==> config.mk <==
export PLATFORM = sky130hd
export DESIGN_NAME = complex_biquad_notch_cascade
export DESIGN_NICKNAME = d
export VERILOG_FILES = /design/src/rtl/cbnc_pkg.sv /design/src/rtl/cbnc_csr.sv /design/src/rtl/cbnc_mac.sv /design/src/rtl/complex_biquad_notch_cascade.sv
export VERILOG_INCLUDE_DIRS = /design/src /design/src/rtl
export SDC_FILE = /design/constraint.sdc
export NUM_CORES = 2
export LEC_CHECK = 0
export BUFFER_PORTS_ARGS = -buffer_cell sky130_fd_sc_hd__buf_2
export CORE_AREA = 2 2 581 467
export CTS_CLUSTER_DIAMETER = 30
export CTS_CLUSTER_SIZE = 12
export DETAILED_ROUTE_END_ITERATION = 10
export DIE_AREA = 0 0 583 469
export SLEW_MARGIN = 5
export SYNTH_ARGS = -nofsm -noshare
export SYNTH_HDL_FRONTEND = slang
export SYNTH_SLANG_ARGS = --single-unit
==> constraint.sdc <==
create_clock -name clock -period 8.9 [get_ports clock]
set_input_delay 1.78 -clock clock [delete_from_list [all_inputs] [get_ports clock]]
set_output_delay 1.78 -clock clock [all_outputs]
set_load 0.01 [all_outputs]
==> src/rtl/assert_macros.svh <==
// Assertion macros for the RTL files that check their own behavior.
`ifndef ASSERT_MACROS_SVH
`define ASSERT_MACROS_SVH

// Clocked check, switched off while reset is high.
`define ASSERT_CLK_RST(label, clk, rst, prop, msg) \
   label: assert property (@(posedge clk) disable iff (rst) prop) else $error(msg);

// Clocked check that holds during reset as well.
`define ASSERT_CLK(label, clk, prop, msg) \
   label: assert property (@(posedge clk) prop) else $error(msg);

`endif

==> src/rtl/cbnc_pkg.sv <==
// Types and constants of the complex biquad notch cascade.
`default_nettype none
package cbnc_pkg;

   localparam int COEF_W    = 32;
   localparam int FRAC_BITS = 30;
   localparam int CSR_IDX_W = 3;
   localparam int HIST_TAPS = 4;

   // positions inside one section's history row
   localparam int HIST_X1 = 0;
   localparam int HIST_X2 = 1;
   localparam int HIST_Y1 = 2;
   localparam int HIST_Y2 = 3;

   localparam logic signed [COEF_W-1:0] RESET_B0 = 32'sd1065374222;
   localparam logic signed [COEF_W-1:0] RESET_B1 = -32'sd2130222714;
   localparam logic signed [COEF_W-1:0] RESET_B2 = 32'sd1065374222;
   localparam logic signed [COEF_W-1:0] RESET_A1 = 32'sd2130222714;
   localparam logic signed [COEF_W-1:0] RESET_A2 = -32'sd1057006622;

   typedef enum logic [CSR_IDX_W-1:0] {
      CSR_NOTCH_ENABLE = 3'd0,
      CSR_NUM_COEF_0   = 3'd1,
      CSR_NUM_COEF_1   = 3'd2,
      CSR_NUM_COEF_2   = 3'd3,
      CSR_FB_COEF_1    = 3'd4,
      CSR_FB_COEF_2    = 3'd5
   } csr_index_type;

   typedef enum logic [2:0] {
      TAP_X0,
      TAP_X1,
      TAP_X2,
      TAP_Y1,
      TAP_Y2
   } tap_type;

   typedef enum logic [2:0] {
      ST_IDLE,
      ST_MAC,
      ST_DRAIN,
      ST_ROUND,
      ST_DONE
   } state_type;

   typedef struct packed {
      logic                     notch_enable;
      logic signed [COEF_W-1:0] b0;
      logic signed [COEF_W-1:0] b1;
      logic signed [COEF_W-1:0] b2;
      logic signed [COEF_W-1:0] a1;
      logic signed [COEF_W-1:0] a2;
   } cfg_type;

   typedef struct packed {
      logic acc_clr;
      logic acc_add;
   } mac_ctrl_type;

endpackage
`default_nettype wire

==> src/rtl/cbnc_csr.sv <==
// Configuration registers: notch enable and the five biquad coefficients.
`default_nettype none
module cbnc_csr (
   input  wire logic                                   clock,
   input  wire logic                                   reset,
   input  wire logic                                   csr_valid,
   output logic                                        csr_ready,
   input  wire logic [cbnc_pkg::CSR_IDX_W-1:0]         csr_index,
   input  wire logic [cbnc_pkg::COEF_W-1:0]            csr_data,
   output cbnc_pkg::cfg_type                           cfg
);
   import cbnc_pkg::*;

   cfg_type cfg_ff;
   cfg_type cfg_in;

   assign csr_ready = 1'b1;
   assign cfg       = cfg_ff;

   always_comb begin
      cfg_in = cfg_ff;
      if (csr_valid) begin
         case (csr_index)
            CSR_NOTCH_ENABLE: cfg_in.notch_enable = csr_data[0];
            CSR_NUM_COEF_0:   cfg_in.b0 = $signed(csr_data);
            CSR_NUM_COEF_1:   cfg_in.b1 = $signed(csr_data);
            CSR_NUM_COEF_2:   cfg_in.b2 = $signed(csr_data);
            CSR_FB_COEF_1:    cfg_in.a1 = $signed(csr_data);
            CSR_FB_COEF_2:    cfg_in.a2 = $signed(csr_data);
            default:          cfg_in = cfg_ff;
         endcase
      end
   end

   always_ff @(posedge clock) begin
      if (reset) begin
         cfg_ff.notch_enable <= 1'b0;
         cfg_ff.b0 <= RESET_B0;
         cfg_ff.b1 <= RESET_B1;
         cfg_ff.b2 <= RESET_B2;
         cfg_ff.a1 <= RESET_A1;
         cfg_ff.a2 <= RESET_A2;
      end else begin
         cfg_ff <= cfg_in;
      end
   end

endmodule
`default_nettype wire

==> src/rtl/cbnc_mac.sv <==
// Shared multiply-accumulate unit with Q2.30 rounding and output saturation.
`default_nettype none
module cbnc_mac #(
   parameter int SAMPLE_BITS = 24
) (
   input  wire logic                                   clock,
   input  wire cbnc_pkg::mac_ctrl_type                 ctrl,
   input  wire logic signed [SAMPLE_BITS-1:0]          operand,
   input  wire logic signed [cbnc_pkg::COEF_W-1:0]     coef,
   output logic signed [SAMPLE_BITS-1:0]               result
);
   import cbnc_pkg::*;

   localparam int PROD_W = SAMPLE_BITS + COEF_W;
   localparam int ACC_W  = PROD_W + 3;
   localparam int RND_W  = ACC_W + 1;
   localparam int QUO_W  = RND_W - FRAC_BITS;
   localparam logic signed [RND_W-1:0] ROUND_BIAS = RND_W'(1) << (FRAC_BITS - 1);

   logic signed [PROD_W-1:0] prod_ff;
   logic signed [PROD_W-1:0] prod_in;
   logic signed [ACC_W-1:0]  acc_ff;
   logic signed [ACC_W-1:0]  acc_in;
   logic signed [ACC_W-1:0]  acc_base;
   logic signed [RND_W-1:0]  rnd;
   logic signed [QUO_W-1:0]  quot;
   logic [QUO_W-SAMPLE_BITS:0] quot_hi;

   assign prod_in  = operand * coef;
   assign acc_base = ctrl.acc_clr ? '0 : acc_ff;
   assign acc_in   = acc_base + (ctrl.acc_add ? ACC_W'(prod_ff) : ACC_W'(0));

   always_ff @(posedge clock) begin
      prod_ff <= prod_in;
      acc_ff  <= acc_in;
   end

   // round half up, then clamp to the sample range
   assign rnd     = RND_W'(acc_ff) + ROUND_BIAS;
   assign quot    = $signed(rnd[RND_W-1:FRAC_BITS]);
   assign quot_hi = quot[QUO_W-1:SAMPLE_BITS-1];

   always_comb begin
      if (&quot_hi || ~|quot_hi) begin
         result = quot[SAMPLE_BITS-1:0];
      end else if (quot[QUO_W-1]) begin
         result = {1'b1, {(SAMPLE_BITS-1){1'b0}}};
      end else begin
         result = {1'b0, {(SAMPLE_BITS-1){1'b1}}};
      end
   end

endmodule
`default_nettype wire

==> src/rtl/complex_biquad_notch_cascade.sv <==
// Top level: sequencer, section history and result register of the notch cascade.
//
// Each request carries one complex sample. With notch_enable set it runs through
// SECTIONS biquad sections, real part then imaginary part of each section, all on
// one shared 24x32 multiply-accumulate unit: every section and part runs the
// states MAC (five multiplies), DRAIN (fold in the product register) and ROUND
// (round, saturate and update history). A new request is stalled until the last
// part is done and its result is loaded; with notch_enable clear the sample is
// passed through. The result sits in an output register, so the next request is
// taken while the previous result waits.
// The configuration port is always ready; write it only while the block is idle.
`default_nettype none
`include "assert_macros.svh"
module complex_biquad_notch_cascade #(
   parameter int SECTIONS    = 3,
   parameter int SAMPLE_BITS = 24
) (
   input  wire logic                                clock,
   input  wire logic                                reset,
   input  wire logic                                req_valid,
   output logic                                     req_stall,
   input  wire logic signed [SAMPLE_BITS-1:0]       req_sample_re,
   input  wire logic signed [SAMPLE_BITS-1:0]       req_sample_im,
   output logic                                     rsp_valid,
   input  wire logic                                rsp_stall,
   output logic signed [SAMPLE_BITS-1:0]            rsp_out_re,
   output logic signed [SAMPLE_BITS-1:0]            rsp_out_im,
   input  wire logic                                csr_valid,
   output logic                                     csr_ready,
   input  wire logic [cbnc_pkg::CSR_IDX_W-1:0]      csr_index,
   input  wire logic [cbnc_pkg::COEF_W-1:0]         csr_data
);
   import cbnc_pkg::*;

   localparam int HIST_N = 2 * SECTIONS;
   localparam int SP_W   = $clog2(HIST_N);
   localparam logic [SP_W-1:0] LAST_SP = SP_W'(HIST_N - 1);

   cfg_type      cfg;
   mac_ctrl_type ctrl;
   state_type    state_ff, state_in;
   tap_type      tap_ff, tap_in;
   logic [SP_W-1:0] sp_ff, sp_in;
   logic         part;
   logic         take;
   logic         hist_we;
   logic         load_rsp;

   logic signed [SAMPLE_BITS-1:0] cur_ff [2];
   logic signed [SAMPLE_BITS-1:0] hist_ff [HIST_N][HIST_TAPS];
   logic signed [SAMPLE_BITS-1:0] operand;
   logic signed [COEF_W-1:0]      coef;
   logic signed [SAMPLE_BITS-1:0] mac_result;

   logic                          rsp_valid_ff, rsp_valid_in;
   logic signed [SAMPLE_BITS-1:0] rsp_re_ff, rsp_im_ff;

   cbnc_csr u_csr (
      .clock     (clock),
      .reset     (reset),
      .csr_valid (csr_valid),
      .csr_ready (csr_ready),
      .csr_index (csr_index),
      .csr_data  (csr_data),
      .cfg       (cfg)
   );

   cbnc_mac #(.SAMPLE_BITS(SAMPLE_BITS)) u_mac (
      .clock   (clock),
      .ctrl    (ctrl),
      .operand (operand),
      .coef    (coef),
      .result  (mac_result)
   );

   assign part = sp_ff[0];

   always_comb begin
      case (tap_ff)
         TAP_X0: begin
            operand = cur_ff[part];
            coef    = cfg.b0;
         end
         TAP_X1: begin
            operand = hist_ff[sp_ff][HIST_X1];
            coef    = cfg.b1;
         end
         TAP_X2: begin
            operand = hist_ff[sp_ff][HIST_X2];
            coef    = cfg.b2;
         end
         TAP_Y1: begin
            operand = hist_ff[sp_ff][HIST_Y1];
            coef    = cfg.a1;
         end
         TAP_Y2: begin
            operand = hist_ff[sp_ff][HIST_Y2];
            coef    = cfg.a2;
         end
         default: begin
            operand = cur_ff[part];
            coef    = cfg.b0;
         end
      endcase
   end

   always_ff @(posedge clock) begin
      if (reset) begin
         state_ff <= ST_IDLE;
         sp_ff    <= '0;
         tap_ff   <= TAP_X0;
      end else begin
         state_ff <= state_in;
         sp_ff    <= sp_in;
         tap_ff   <= tap_in;
      end
   end

   always_comb begin
      state_in = state_ff;
      sp_in    = sp_ff;
      tap_in   = tap_ff;
      ctrl     = '0;
      take     = 1'b0;
      hist_we  = 1'b0;
      load_rsp = 1'b0;
      case (state_ff)
         ST_IDLE: begin
            if (req_valid) begin
               take     = 1'b1;
               sp_in    = '0;
               tap_in   = TAP_X0;
               state_in = cfg.notch_enable ? ST_MAC : ST_DONE;
            end
         end
         ST_MAC: begin
            ctrl.acc_clr = (tap_ff == TAP_X0);
            ctrl.acc_add = (tap_ff != TAP_X0);
            case (tap_ff)
               TAP_X0:  tap_in = TAP_X1;
               TAP_X1:  tap_in = TAP_X2;
               TAP_X2:  tap_in = TAP_Y1;
               TAP_Y1:  tap_in = TAP_Y2;
               default: begin
                  tap_in   = TAP_X0;
                  state_in = ST_DRAIN;
               end
            endcase
         end
         ST_DRAIN: begin
            // fold in the last product still in the multiplier register
            ctrl.acc_add = 1'b1;
            state_in     = ST_ROUND;
         end
         ST_ROUND: begin
            hist_we = 1'b1;
            if (sp_ff == LAST_SP) begin
               state_in = ST_DONE;
            end else begin
               sp_in    = sp_ff + 1'b1;
               tap_in   = TAP_X0;
               state_in = ST_MAC;
            end
         end
         ST_DONE: begin
            // hold until the output register is free
            if (!rsp_valid_ff || !rsp_stall) begin
               load_rsp = 1'b1;
               state_in = ST_IDLE;
            end
         end
         default: state_in = ST_IDLE;
      endcase
   end

   assign req_stall = (state_ff != ST_IDLE);

   always_ff @(posedge clock) begin
      if (take) begin
         cur_ff[0] <= req_sample_re;
         cur_ff[1] <= req_sample_im;
      end else if (hist_we) begin
         cur_ff[part] <= mac_result;
      end
   end

   always_ff @(posedge clock) begin
      if (reset) begin
         for (int i = 0; i < HIST_N; i++) begin
            for (int j = 0; j < HIST_TAPS; j++) begin
               hist_ff[i][j] <= '0;
            end
         end
      end else if (hist_we) begin
         hist_ff[sp_ff][HIST_X2] <= hist_ff[sp_ff][HIST_X1];
         hist_ff[sp_ff][HIST_X1] <= cur_ff[part];
         hist_ff[sp_ff][HIST_Y2] <= hist_ff[sp_ff][HIST_Y1];
         hist_ff[sp_ff][HIST_Y1] <= mac_result;
      end
   end

   assign rsp_valid_in = load_rsp || (rsp_valid_ff && rsp_stall);

   always_ff @(posedge clock) begin
      if (reset) begin
         rsp_valid_ff <= 1'b0;
      end else begin
         rsp_valid_ff <= rsp_valid_in;
      end
   end

   always_ff @(posedge clock) begin
      if (load_rsp) begin
         rsp_re_ff <= cur_ff[0];
         rsp_im_ff <= cur_ff[1];
      end
   end

   assign rsp_valid  = rsp_valid_ff;
   assign rsp_out_re = rsp_re_ff;
   assign rsp_out_im = rsp_im_ff;

   `ASSERT_CLK_RST(a_busy_after_req, clock, reset, (req_valid && !req_stall) |=> req_stall, "request taken but block not busy")
   `ASSERT_CLK_RST(a_done_frees, clock, reset, (state_ff == ST_DONE && (!rsp_valid || !rsp_stall)) |=> (rsp_valid && !req_stall), "finished result not delivered")
   `ASSERT_CLK_RST(a_rsp_from_done, clock, reset, $rose(rsp_valid) |-> $past(state_ff == ST_DONE), "result appeared without finishing")

endmodule
`default_nettype wire
# Word level (Yosys, flattened, before mapping)
# Memory sizes are Yosys's and may differ from the RTL's. A register that Yosys moved wholly into a read port is not among the register bits.
# Index checks and enable logic that the tools add are counted.
[word_totals] ff_bits=286 mem_bits_rw=624 inputBits=88 output_inout_bits=51 word_cells=108 memories=2
[mem_list] name="hist_ff" words=6 word_bits=96 read_ports=1 rd_ports_with_merged_regs=1 write_ports=6 line="complex_biquad_notch_cascade.sv:50" source="logic signed [SAMPLE_BITS-1:0] hist_ff [HIST_N][HIST_TAPS];"
[mem_list] name="cur_ff" words=2 word_bits=24 read_ports=3 rd_ports_with_merged_regs=3 write_ports=2 line="complex_biquad_notch_cascade.sv:49" source="logic signed [SAMPLE_BITS-1:0] cur_ff [2];"
[classes] n_addsub=3 multipliers=1 n_eq_ne=18 mux=44 n_reduce_logical=28
[ops] operator="case mux 32 bit (4 select lines)" count=1
[ops] operator="two-way mux 59 bit" count=2
[ops] operator="two-way mux 96 bit" count=1
[ops] operator="case mux 24 bit (4 select lines)" count=1
[ops] operator="OR reduction 96 bit" count=1
[ops] operator="two-way mux 24 bit" count=3
[ops] operator="adder 59 x 31 -> 60 bit, second input constant" count=1
[ops] operator="adder 59 bit" count=1
[ops] operator="multiplier 24 x 32 -> 56 bit" count=1
[ops] operator="two-way mux 3 bit" count=11
[ops] operator="OR reduction 24 bit" count=1
[ops] operator="two-way mux 1 bit" count=20
[ops] operator="== test 3 x 2 -> 1 bit, second input constant" count=6
[ops] operator="== test 3 bit, second input constant" count=5
[ops] operator="case mux 3 bit (5 select lines)" count=1
[ops] operator="case mux 3 bit (4 select lines)" count=1
[ops] operator="AND reduction 2 bit" count=6
[ops] operator="== test 3 x 1 -> 1 bit, second input constant" count=3
[ops] operator="zero test 3 bit" count=3
[ops] operator="case mux 3 bit (3 select lines)" count=1
[ops] operator="AND reduction 3 bit" count=3
[ops] operator="nonzero test 3 bit" count=3
[ops] operator="inequality test 2 bit, second input constant" count=4
[ops] operator="AND reduction 7 bit" count=1
[ops] operator="9 further kinds" count=13

# Longest topological paths before layout
[logic_depth] word_depth=7 ltp_mapped=36 depth_no_buf=31

# Hierarchy
# Synthesis repeated with hierarchy kept, for this count alone.
[hier_totals] hier_cells=7018 area_unflattened_um2=78559.1
[modules_own_cells] mod="complex_biquad_notch_cascade" instances=1 cells_per_inst=2633 area_each_um2=38089.0 seq_area_each_um2=26205.1
[modules_own_cells] mod="cbnc_mac" instances=1 cells_per_inst=3784 area_each_um2=34070.2 seq_area_each_um2=2302.2
[modules_own_cells] mod="cbnc_csr" instances=1 cells_per_inst=601 area_each_um2=6399.9 seq_area_each_um2=3223.1

# Worst setup path after synthesis
# No wires, ideal clock.
[synth_path] path_kind="reg-to-reg" from="register with a tool-made name" to="register u_mac.prod_ff[53]" setup_ns=0.130 arrival_ns=8.529 t_required_ns=8.770 path_slack_ns=0.241 stages_incl_launch_ff=32 n_path_buf=5 period_less_slack_ns=8.659 cell_sequence="dfxtp_1 > buf_2 > buf_2 > buf_2 > buf_2 > mux4_2 > mux2i_1 > o22ai_1 > nor3_1 > a21oi_1 > buf_2 > nand2_1 > fa_1 > fa_1 > fa_1 > fa_1 > fa_1 > inv_1 > fa_1 > inv_1 > fa_1 > inv_1 > ha_1 > nand2_1 > or4_1 > o21ai_1 > o22ai_1 > o41ai_2 > a21oi_2 > o21ai_0 > and2_1 > o311ai_1"
[synth_rtl] item="end signal, assigned" line="cbnc_mac.sv:34" source="prod_ff <= prod_in;"
[synth_rtl] item="end, declared" line="cbnc_mac.sv:20" source="logic signed [PROD_W-1:0] prod_ff;"

==> impl_metrics.toml <==
[synth]
yosysMostFrequentCell = "inv_1"
ys_async_sr_fraction_pct = 0
count_of_flip_flops_with_a_built_in_enable_after_synthesis = 864
synth_top_cells_by_area = "edfxtp_1, fa_1, dfxtp_1"
ys_seq_area_share_pct = 41.0
syn_area_per_cell_um2 = 10.9
post_synth_inst_count = 7126
postSynthNetCount = 8209
yosysWarnings = 0
synth_seq_cells = 1153
synth_top_area_cell = "edfxtp_1"
synth_cell_types = 84
synthFlopType = "edfxtp_1"
synthesis.area_um2 = 77300
commonest_cells_in_the_netlist = "inv_1, nand2_1, edfxtp_1"
yosysTopAreaCellShare_pct = 33.5

[clock_network]
cts.sinks = 1153
cts_buffers = 163
insertion_delay_ns = 0.80
tritoncts = "yes"
cts_root_buf = "clkbuf_16"
cts_max_level = 4
ctsLongestPathBuffers = 4
cts.reportedPaths.clkPinSlew_ns = 0.06

[flow_run]
cap_viol_max_count = 0

[hold_path]
min_from = "cur_ff[1][20]"
hold_path_class = "reg -> reg"

[sta]
rsz_0062_raised_after_global_routing = "yes"
hold_violations = 0
fmax_ghz = 0.116
timing.final.crit_period_ns = 8.64
final.hold.worst_slack_ns = 0.444
layout_worst_path_cycle_share_pct = 97.1
timing.setup.tns_ns = 0
tightest_slew_ns = 1.25
timing_max_transition_violations_final = 0
final.setup_skew_ns = 0.0984
timing.slew.headroom_pct = 15.1
setup-violations-final = 0
layout_setup_ws_ns = 0.260

[pwr]
power.density_cell_area_nw_per_um2 = 407
power_leakage_nw = 39.0
vdd.ir_drop.worst_v = 0.000833

[global_routing]
grt_pass1_vias = 56700
grt_max_degree = 106
wire_length_of_the_first_global_routing_pass_um = 346000
antenna_found_initial = 16
global_route.usage.total_pct = 16.5
grt_overflow = 0

[setup_path]
timing.critical_path.arrival_ns = 9.29
critical_path_required_ns = 9.55
highest_fanout_seen_on_the_critical_path = 10
path_class = "reg -> reg"
cp_slowest_stage_delay_ns = 0.59
critPathMostFrequentCell = "fa_1"
cp-end-kind = "flop"
critical_path.slowest_cell = "a21oi_4"
timing.critical_path.from_type = "flop"

[die]
row_count = 170
area_inside_the_core_boundary_um2 = 268000
start_util_pct = 28.9
fp.dieArea_um2 = 273000
i_o_pins = 139
die_w_um = 583
floorplan.die.height_um = 469

[outcome]
status = "complete, no violations"

[place]
port-buffer-count = 137
dp_worst_setup_slack_ns = -0.237
gp_routability_congestion = 0.877
hpwlAfterDp_um = 161000

[routing]
detailedRoute.firstPassIterationCount = 6
post_drt_wl_per_cell_um = 20.8
antenna_violating_nets_post_route = 0
vias = 55200
drt-vias-per-instance = 4.91
postRouteWirelength_um = 233000
drt-initial-drc-count = 5659
drcViolationCount = 0

[cells_and_area]
design.final.nets = 8674
synthToLayoutAreaGrowth_pct = 19.5
drive_above_1_share_pct = 17.5
## routing by layer
metal / GRT usage (%) / part of all wire [%]
met1: 22.6 / 42
met2: 25.8 / 44
met3: 4.55 / 11
met4: 3.93 / 2.3
met5: 0 / 0.0056
## cell families after synthesis
group	Yosys count	synth area share, %
xor gates and xnor gates	131	1.48
AOI/OAI and AO/OA	727	6.05
DFF	1153	41.0
other	1	0.00485
adders and majority gates	995	23.7
and+or+nand+nor	2377	13.4
buffers and inverters	1426	7.15
muxes	316	7.20
## sequential cells by signal (all words and copies together) (netlist names), named ones only
| register | count |
|---|---|
| cur_ff | 48 |
| hist_ff | 768 |
| rsp_out_im | 24 |
| rsp_out_re | 24 |
| rsp_valid | 1 |
| sp_ff | 3 |
| state_ff | 3 |
| tap_ff | 3 |
| u_csr.cfg | 161 |
| u_mac.acc_ff | 59 |
| u_mac.prod_ff | 56 |
## placed cells by master, fill, tap and decap left out, types with 36 or more instances in the layout
cell type / count
xor2_1: 43
ha_1: 207
nor2_1: 857
nand3b_1: 81
o21ai_0: 67
clkbuf_16: 172
o21ai_1: 38
mux4_2: 192
buf_2: 136
a21oi_1: 233
mux2i_1: 102
and2_1: 170
nand2b_1: 53
nand2_1: 966
dfxtp_1: 286
fa_1: 768
buf_12: 62
o22ai_1: 44
buf_4: 490
xnor2_1: 87
a21o_1: 108
inv_1: 1001
edfxtp_1: 864
nand3_1: 36
## cell type report
class,count,area (um^2)
multi-input combinational,4551,41100
fill,26400,175000
clock buffer,191,4290
tap,3526,4410
antenna,6,15.0
inverter,1005,3770
sequential,1153,31700
timing repair buffer,717,6070
clock inverter,83,1000
## worst paths after layout
check                                          to  slack (ns)  depth (start not counted)
worst min-delay path               rsp_out_im[20]        0.44                          0
worst max-delay path            u_mac.prod_ff[53]        0.26                         34
worst min register to register     rsp_out_im[20]        0.44                          0
worst max register to register  u_mac.prod_ff[53]        0.26                         34
## critical path, delay by kind of cell (launching register included)
family          cells  cell delay (ns)
mux                 2             0.43
compound gates      8             1.83
flops               1             0.38
fa+ha+maj           8             3.85
simple gates        5             0.61
buf+inv            11             1.33
## where the power goes
part / internal, mW / switching (mW)
combinational: 11.8 / 12.8
sequential: 6.43 / 0.128
clock: 3.93 / 2.51
## per-stage QoR
step | util [%] | instance area [um^2] | total power [mW] | cells
finish | 34.5 | 92400 | 37.6 | 11200
global route | 34.5 | 92400 | 40.6 | 11200
CTS | 33.9 | 90700 | 36.9 | 11100
detailed placement | 31.9 | 85300 | 30.3 | 10800
global placement | 31.9 | 85300 | 30.0 | 10800
floorplan | - | 77300 | 21.2 | 7126
## what timing repair did
item,4_1_cts,5_1_grt
pin swaps,1,37
buffers inserted,8,92
resized for setup,12,142
gates cloned,1,10
setup endpoints to repair,8,22
hold buffers,0,0
Power figures use the tool's default switching activity.
